$ cat src/hw/rtl/bcd_datetime_minus_offset_top_defines.svh
// Assertion macros for the BCD date/time minus offset block.
// Used by bcd_datetime_minus_offset_top; expects clk and arst_n in scope.
`ifndef BCD_DATETIME_MINUS_OFFSET_TOP_DEFINES_SVH
`define BCD_DATETIME_MINUS_OFFSET_TOP_DEFINES_SVH

`ifndef SYNTHESIS
`define BDMO_ASSERT_NEXT(label, pre, post) \
	label: assert property (@(posedge clk) disable iff (!arst_n) (pre) |=> (post)) \
		else $error("bdmo assertion failed");
`define BDMO_ASSERT_SAME(label, pre, post) \
	label: assert property (@(posedge clk) disable iff (!arst_n) (pre) |-> (post)) \
		else $error("bdmo assertion failed");
`else
`define BDMO_ASSERT_NEXT(label, pre, post)
`define BDMO_ASSERT_SAME(label, pre, post)
`endif

`endif

$ cat src/hw/rtl/bdmo_pkg.sv
// Shared types, register indexes and BCD/calendar helpers for the
// BCD date/time minus offset block. No dependencies.
`default_nettype none

package bdmo_pkg;

	typedef enum logic [1:0] {
		CFG_OFFSET_DAYS    = 2'd0,
		CFG_OFFSET_HOURS   = 2'd1,
		CFG_OFFSET_MINUTES = 2'd2,
		CFG_OFFSET_SECONDS = 2'd3
	} cfg_index_t;

	localparam logic [7:0] BCD_BAD = 8'hff;

	typedef struct packed {
		logic [6:0] year;
		logic [3:0] month;
		logic [6:0] day;
		logic [7:0] hour;
		logic [7:0] minute;
		logic [7:0] second;
		logic       bad;
	} dec_t;

	function automatic logic [7:0] bcd_value(input logic [7:0] b);
		logic [7:0] hi;
		logic [7:0] lo;
		hi = {4'd0, b[7:4]};
		lo = {4'd0, b[3:0]};
		if (b >= 8'ha0 || lo >= 8'd10) begin
			return BCD_BAD;
		end
		return (hi << 3) + (hi << 1) + lo;
	endfunction

	function automatic logic [8:0] days_before(input logic [3:0] month);
		logic [8:0] d;
		unique case (month)
			4'd1:    d = 9'd0;
			4'd2:    d = 9'd31;
			4'd3:    d = 9'd59;
			4'd4:    d = 9'd90;
			4'd5:    d = 9'd120;
			4'd6:    d = 9'd151;
			4'd7:    d = 9'd181;
			4'd8:    d = 9'd212;
			4'd9:    d = 9'd243;
			4'd10:   d = 9'd273;
			4'd11:   d = 9'd304;
			4'd12:   d = 9'd334;
			default: d = 9'd0;
		endcase
		return d;
	endfunction

endpackage

`default_nettype wire

$ cat src/hw/rtl/bdmo_decode.sv
// First pipeline stage: BCD decode of one clock reading and date check.
// Depends on bdmo_pkg.
`default_nettype none

module bdmo_decode (
	input  wire logic          clk,
	input  wire logic          arst_n,
	input  wire logic          adv,
	input  wire logic          in_valid,
	input  wire logic [7:0]    year_bcd,
	input  wire logic [7:0]    month_bcd,
	input  wire logic [7:0]    day_bcd,
	input  wire logic [7:0]    hour_bcd,
	input  wire logic [7:0]    minute_bcd,
	input  wire logic [7:0]    second_bcd,
	output logic               v_s1,
	output bdmo_pkg::dec_t     dec_s1
);
	import bdmo_pkg::*;

	logic [7:0] year_v;
	logic [7:0] month_v;
	logic [7:0] day_v;
	dec_t       dec_d;

	always_comb begin
		year_v  = bcd_value(year_bcd);
		month_v = bcd_value(month_bcd);
		day_v   = bcd_value(day_bcd);
		dec_d.bad    = (year_v == BCD_BAD) || (day_v == BCD_BAD) ||
			(month_v == 8'd0) || (month_v > 8'd12);
		dec_d.year   = year_v[6:0];
		dec_d.month  = month_v[3:0];
		dec_d.day    = day_v[6:0];
		dec_d.hour   = bcd_value(hour_bcd);
		dec_d.minute = bcd_value(minute_bcd);
		dec_d.second = bcd_value(second_bcd);
	end

	always_ff @(posedge clk or negedge arst_n) begin
		if (!arst_n) begin
			v_s1 <= 1'b0;
		end else if (adv) begin
			v_s1 <= in_valid;
		end
	end

	always_ff @(posedge clk) begin
		if (adv) begin
			dec_s1 <= dec_d;
		end
	end

endmodule

`default_nettype wire

$ cat src/hw/rtl/bcd_datetime_minus_offset_top.sv
// Top level: BCD clock reading to day number, minus a configured offset.
// Depends on bdmo_pkg, bdmo_decode and bcd_datetime_minus_offset_top_defines.svh.
//
//  channel  direction  handshake              word
//  in       sink       in_valid / in_stall    year..second BCD
//  out      source     out_valid / out_stall  days/hours/minutes/seconds, bad_date
//  cfg      sink       cfg_valid / cfg_ready  cfg_index, cfg_data
//
// Three register stages (decode, day count and raw subtract, borrow);
// one word per cycle sustained while the output is not stalled.
// All stages hold together while out_valid is high and out_stall is high.
// Reset clears the stage valid bits and the offsets to zero.
// cfg_ready is always high.
`default_nettype none
`include "bcd_datetime_minus_offset_top_defines.svh"

module bcd_datetime_minus_offset_top (
	input  wire logic               clk,
	input  wire logic               arst_n,
	input  wire logic               in_valid,
	output logic                    in_stall,
	input  wire logic [7:0]         year_bcd,
	input  wire logic [7:0]         month_bcd,
	input  wire logic [7:0]         day_bcd,
	input  wire logic [7:0]         hour_bcd,
	input  wire logic [7:0]         minute_bcd,
	input  wire logic [7:0]         second_bcd,
	output logic                    out_valid,
	input  wire logic               out_stall,
	output logic signed [15:0]      days_out,
	output logic signed [7:0]       hours_out,
	output logic signed [7:0]       minutes_out,
	output logic signed [7:0]       seconds_out,
	output logic                    bad_date,
	input  wire logic               cfg_valid,
	output logic                    cfg_ready,
	input  wire bdmo_pkg::cfg_index_t cfg_index,
	input  wire logic [15:0]        cfg_data
);
	import bdmo_pkg::*;

	logic        adv;
	logic [15:0] off_days_q;
	logic [7:0]  off_hours_q;
	logic [7:0]  off_minutes_q;
	logic [7:0]  off_seconds_q;

	logic        v_s1;
	dec_t        dec_s1;

	logic        v_s2;
	logic        bad_s2;
	logic [15:0] count_s2;
	logic [7:0]  h_s2;
	logic [7:0]  m_s2;
	logic [7:0]  s_s2;

	logic        v_s3;
	logic        bad_s3;
	logic [15:0] d_s3;
	logic [7:0]  h_s3;
	logic [7:0]  m_s3;
	logic [7:0]  s_s3;

	logic [6:0]  ym1;
	logic [15:0] year_days;
	logic [15:0] count_d;

	logic        s_neg;
	logic        m_neg;
	logic        h_neg;
	logic [7:0]  s_fix;
	logic [7:0]  m_sub;
	logic [7:0]  m_fix;
	logic [7:0]  h_sub;
	logic [7:0]  h_fix;
	logic [15:0] d_fix;

	assign adv       = !(v_s3 && out_stall);
	assign in_stall  = !adv;
	assign cfg_ready = 1'b1;

	always_ff @(posedge clk or negedge arst_n) begin
		if (!arst_n) begin
			off_days_q    <= '0;
			off_hours_q   <= '0;
			off_minutes_q <= '0;
			off_seconds_q <= '0;
		end else if (cfg_valid && cfg_ready) begin
			unique case (cfg_index)
				CFG_OFFSET_DAYS:    off_days_q    <= cfg_data;
				CFG_OFFSET_HOURS:   off_hours_q   <= cfg_data[7:0];
				CFG_OFFSET_MINUTES: off_minutes_q <= cfg_data[7:0];
				CFG_OFFSET_SECONDS: off_seconds_q <= cfg_data[7:0];
				default: ;
			endcase
		end
	end

	bdmo_decode u_decode (
		.clk        (clk),
		.arst_n     (arst_n),
		.adv        (adv),
		.in_valid   (in_valid),
		.year_bcd   (year_bcd),
		.month_bcd  (month_bcd),
		.day_bcd    (day_bcd),
		.hour_bcd   (hour_bcd),
		.minute_bcd (minute_bcd),
		.second_bcd (second_bcd),
		.v_s1       (v_s1),
		.dec_s1     (dec_s1)
	);

	always_comb begin
		ym1       = dec_s1.year - 7'd1;
		year_days = '0;
		if (dec_s1.year != 7'd0) begin
			year_days = ({9'd0, ym1} * 16'd365) + {11'd0, ym1[6:2]};
		end
		count_d = year_days + {7'd0, days_before(dec_s1.month)} + {9'd0, dec_s1.day};
		if (dec_s1.month > 4'd2 && dec_s1.year[1:0] == 2'd0) begin
			count_d = count_d + 16'd1;
		end
	end

	always_ff @(posedge clk or negedge arst_n) begin
		if (!arst_n) begin
			v_s2 <= 1'b0;
		end else if (adv) begin
			v_s2 <= v_s1;
		end
	end

	always_ff @(posedge clk) begin
		if (adv) begin
			bad_s2   <= dec_s1.bad;
			count_s2 <= count_d;
			h_s2     <= dec_s1.hour - off_hours_q;
			m_s2     <= dec_s1.minute - off_minutes_q;
			s_s2     <= dec_s1.second - off_seconds_q;
		end
	end

	always_comb begin
		s_neg = s_s2[7];
		s_fix = s_neg ? s_s2 + 8'd60 : s_s2;
		m_sub = m_s2 - {7'd0, s_neg};
		m_neg = m_sub[7];
		m_fix = m_neg ? m_sub + 8'd60 : m_sub;
		h_sub = h_s2 - {7'd0, m_neg};
		h_neg = h_sub[7];
		h_fix = h_neg ? h_sub + 8'd24 : h_sub;
		d_fix = count_s2 - off_days_q - {15'd0, h_neg};
	end

	always_ff @(posedge clk or negedge arst_n) begin
		if (!arst_n) begin
			v_s3 <= 1'b0;
		end else if (adv) begin
			v_s3 <= v_s2;
		end
	end

	always_ff @(posedge clk) begin
		if (adv) begin
			bad_s3 <= bad_s2;
			d_s3   <= bad_s2 ? '0 : d_fix;
			h_s3   <= bad_s2 ? '0 : h_fix;
			m_s3   <= bad_s2 ? '0 : m_fix;
			s_s3   <= bad_s2 ? '0 : s_fix;
		end
	end

	assign out_valid   = v_s3;
	assign bad_date    = bad_s3;
	assign days_out    = d_s3;
	assign hours_out   = h_s3;
	assign minutes_out = m_s3;
	assign seconds_out = s_s3;

	`BDMO_ASSERT_NEXT(a_accept_fills_s1, in_valid && !in_stall, v_s1)
	`BDMO_ASSERT_NEXT(a_s2_reaches_out, v_s2 && !in_stall, out_valid)
	`BDMO_ASSERT_SAME(a_bad_zero, out_valid && bad_date,
		days_out == 16'sd0 && hours_out == 8'sd0 && minutes_out == 8'sd0 &&
		seconds_out == 8'sd0)

endmodule

`default_nettype wire

$ cat config.mk
export PLATFORM = sky130hd
export DESIGN_NAME = bcd_datetime_minus_offset_top
export DESIGN_NICKNAME = d
export VERILOG_FILES = /design/src/hw/rtl/bdmo_pkg.sv /design/src/hw/rtl/bdmo_decode.sv /design/src/hw/rtl/bcd_datetime_minus_offset_top.sv
export VERILOG_INCLUDE_DIRS = /design/src /design/src/hw/rtl
export SDC_FILE = /design/constraint.sdc
export NUM_CORES = 1
export LEC_CHECK = 0
export BUFFER_PORTS_ARGS = -buffer_cell sky130_fd_sc_hd__buf_4
export CAP_MARGIN = 20
export CORE_MARGIN = 1
export CORE_UTILIZATION = 35
export CTS_CLUSTER_SIZE = 25
export DETAILED_ROUTE_END_ITERATION = 8
export HOLD_SLACK_MARGIN = 0.08
export MAX_ROUTING_LAYER = met4
export PLACE_DENSITY = 0.56
export SLEW_MARGIN = 20
export SYNTH_ARGS = -nofsm -noshare
export SYNTH_HDL_FRONTEND = slang
export SYNTH_SLANG_ARGS = --single-unit
$ cat constraint.sdc
create_clock -name clk -period 8.8 [get_ports clk]
set_clock_uncertainty 0.15 [all_clocks]
set_input_delay 0.44 -clock clk [delete_from_list [all_inputs] [get_ports clk]]
set_output_delay 0.44 -clock clk [all_outputs]
set_load 0.01 [all_outputs]
==> results.toml <==
[floorplanning]
ports_placed_on_the_boundary = 115
start_util_pct = 35.9
floorplan.core_area_um2 = 34800
std_cell_rows = 68
chipWidth_um = 191
die_y_um = 191
die_area_um2 = 36400

[layout]
diodes = 0
finish.instance_area_um2 = 14500
fin_cells = 1733
post_route_cells_drive_above_1_share_pct = 16.7
syn2layout_area_growth_pct = 16.5
layout.filler_cells = 3334
finalNetCount = 1538

[sta]
finalHoldViolCount = 0
fmaxAchievable_mhz = 135
tightestPinTransition_ps = 947
final-setup-viol-count = 0
finalMaxSlewViolations = 0
grt_setup_unrepaired = "no"
fin_crit_ps = 7390
fin_tns_setup_ps = 0
final.period_utilization_pct = 84.0
relSlewSlack_pct = 36.5

[grt]
number_of_global_route_vias_before_repair = 7997
grt_start_max_net_pins = 63
overflow = 0
global_route_wire_length_before_repair_um = 39700
antenna_found_initial = 0
grtUsageTotal_pct = 14.2

[drt]
drc_errors = 0
via_count_of_the_routed_design = 8059
finalWirelength_um = 23800
avgRoutedWirePerCell_um = 13.7
drt_iter0_markers = 284
antenna_violating_nets_left = 0
detailedRoute.firstPassIterationCount = 4
via_per_inst = 4.65

[clock_network]
cts.reportedPaths.clkPinSlew_ps = 70
cts_root_buffer = "sky130_fd_sc_hd__clkbuf_16"
cts.repair_timing.setup_buffer_count = 0
total_clock_buffers_created_by_cts = 17
post_cts_resized = 0
worstSkewPairLatency_ps = 440
cts_tree = "built"
htree_levels = 4
maximum_clock_insertion_buffer_count = 2
clock_sinks = 177

[place]
postPlaceCellArea_um2 = 13900
detailedPlacementHpwl_um = 19200
routabilityCongestion = 0.838
placed_cells_incl_taps = 1694
place.port_buffers = 113

[synth]
yosysSeqAreaShare_pct = 40.1
synth_seq_cells = 177
yosys.area.top_type_share_pct = 30.1
synthesis.yosys.warnings = 0
syn_area_um2 = 12500
synth_edf_count = 125
count_of_different_cell_masters_after_synthesis = 71
synthArstFlopShare_pct = 24.3
synthesized_instance_count = 1137
synth_ff_type = "sky130_fd_sc_hd__edfxtp_1"
synthTopCellsByCount = "sky130_fd_sc_hd__ha_1 (159), sky130_fd_sc_hd__inv_1 (135), sky130_fd_sc_hd__edfxtp_1 (125)"
syn_avg_cell_area_um2 = 11.0
synthDominantAreaCellType = "sky130_fd_sc_hd__edfxtp_1"
synth.top_cells.by_area = "sky130_fd_sc_hd__edfxtp_1 (30%), sky130_fd_sc_hd__ha_1 (16%), sky130_fd_sc_hd__dfrtp_1 (8.6%)"
synthMostInstantiatedCell = "sky130_fd_sc_hd__ha_1"
synth_nets = 1410

[worst_setup_path]
critical_path.top_delay_family = "adder cells"
critPathKind = "reg2reg"
critical_path_buf_inv_count = 3
required_time_of_the_worst_setup_path_ps = 8820
worst_setup_path_end_kind = "flop"
critical-path-max-stage-delay_ps = 560
worst_path_max_delay_cell = "sky130_fd_sc_hd__xor2_1"
worstSetupStartpointType = "flop"
cp_common_cell = "sky130_fd_sc_hd__ha_1"
critical_path_arrival_ps = 7410
path_max_fanout = 7

[worst_hold_path]
min-delay-path-class = "in2reg"

[outcome]
run_status = "finished clean"

[run]
max_cap_violation_count = 0
cells by family after synthesis:
group	synth area share (%)
compound gates	9.26
other cells	0.0300
buf+inv	4.60
simple gates	11.6
xor+xnor	7.30
fa+ha+maj	22.8
flops	40.1
mux	4.21
layout make-up:
class                      count  area (um^2)  area share [%]
clock buffer                  17          425            2.93
clock inverter                15          168            1.15
inverter                     135          507            3.49
multi-input combinational    810         6910            47.5
sequential                   177         5010            34.5
tap                          455          569            3.92
timing repair buffer         124          948            6.52
sequential cells by signal, indices dropped and copies added (netlist names), 16 cells and up, named ones only:
register	cells
days_out	16
u_decode.dec_s1	43
off_days_q	16
count_s2	16
worst register-to-register path, stage by stage, from the launching register on:
cell and delay (ps):
sky130_fd_sc_hd__edfxtp_1 440, sky130_fd_sc_hd__inv_1 240, sky130_fd_sc_hd__ha_1 260, sky130_fd_sc_hd__xor2_1 560, sky130_fd_sc_hd__ha_1 390, sky130_fd_sc_hd__ha_1 290
sky130_fd_sc_hd__inv_1 50, sky130_fd_sc_hd__fa_1 480, sky130_fd_sc_hd__fa_1 540, sky130_fd_sc_hd__inv_1 40, sky130_fd_sc_hd__ha_1 320, sky130_fd_sc_hd__o21ai_0 140
sky130_fd_sc_hd__nor2_1 100, sky130_fd_sc_hd__o21a_1 180, sky130_fd_sc_hd__nor2_1 160, sky130_fd_sc_hd__xnor2_1 140, sky130_fd_sc_hd__nor2_1 60, sky130_fd_sc_hd__ha_1 290
sky130_fd_sc_hd__ha_1 250, sky130_fd_sc_hd__or3_1 380, sky130_fd_sc_hd__nor3_1 310, sky130_fd_sc_hd__o31ai_1 170, sky130_fd_sc_hd__a211o_1 370, sky130_fd_sc_hd__and2_2 220
sky130_fd_sc_hd__nor4b_2 340, sky130_fd_sc_hd__nand3_1 140, sky130_fd_sc_hd__xnor2_1 150
layer usage:
layer	share of wire (%)	global-route usage, %	wire length, um
met5	0	-	0
met4	0.97	3.35	231
met3	3.7	2.56	890
met2	45	22.4	10800
met1	50	18.7	11900
cells in the final DEF, fill, tap and decap left out, drive strengths merged, types with 4 or more instances in the layout:
cell	synthesis	final
and2	17	17
and4	4	4
a211oi	12	12
fa	43	43
nand3	15	15
o21ai	44	44
a31oi	5	5
clkbuf	13	17
dfrtp	43	43
o21bai	6	6
xnor2	60	60
a21o	29	29
nor2	73	73
nor4	5	5
inv	135	142
clkinv	0	5
nor2b	18	18
dlygate4sd3	0	7
nand2	62	62
a21oi	43	43
edfxtp	125	125
mux2	42	42
nand2b	30	30
or3	6	6
or2b	4	4
xor2	44	44
nor3	24	24
buf	2	117
ha	159	159
and3	5	5
dfxtp	9	9
o21a	9	9
path summary, 6_finish.rpt:
kind / depth (start not counted) / slack, ps / to / startpoint
worst max-delay path: 26 / 1410 / count_s2[14] / u_decode.dec_s1[36]
worst min-delay path: 2 / 110 / off_days_q[15] / cfg_data[15]
worst max register to register: 26 / 1410 / count_s2[14] / u_decode.dec_s1[36]
worst min register to register: 0 / 290 / bad_s2 / u_decode.dec_s1[0]
max in group asynchronous: 2 / 7670 / off_seconds_q[3] / arst_n
min in group asynchronous: 2 / 390 / off_days_q[11] / arst_n
through the flow:
stage / util (%) / hold slack (ps) / setup slack, ps
2_1_floorplan: - / -5.59 / 2010
3_3_place_gp: 39.9 / 266 / 1590
3_5_place_dp: 39.9 / 274 / 1410
4_1_cts: 41.8 / 80.2 / 1380
5_1_grt: 41.8 / 96.5 / 961
6_report: 41.8 / 109 / 1410
what timing repair did:
item	in CTS	in global routing
endpoints found under the setup margin	0	0
endpoints found under the hold margin	48	1
hold buffers	6	1
Power is not shown: default switching activity piles up to over one toggle a cycle in this logic, so the estimate is an artifact.
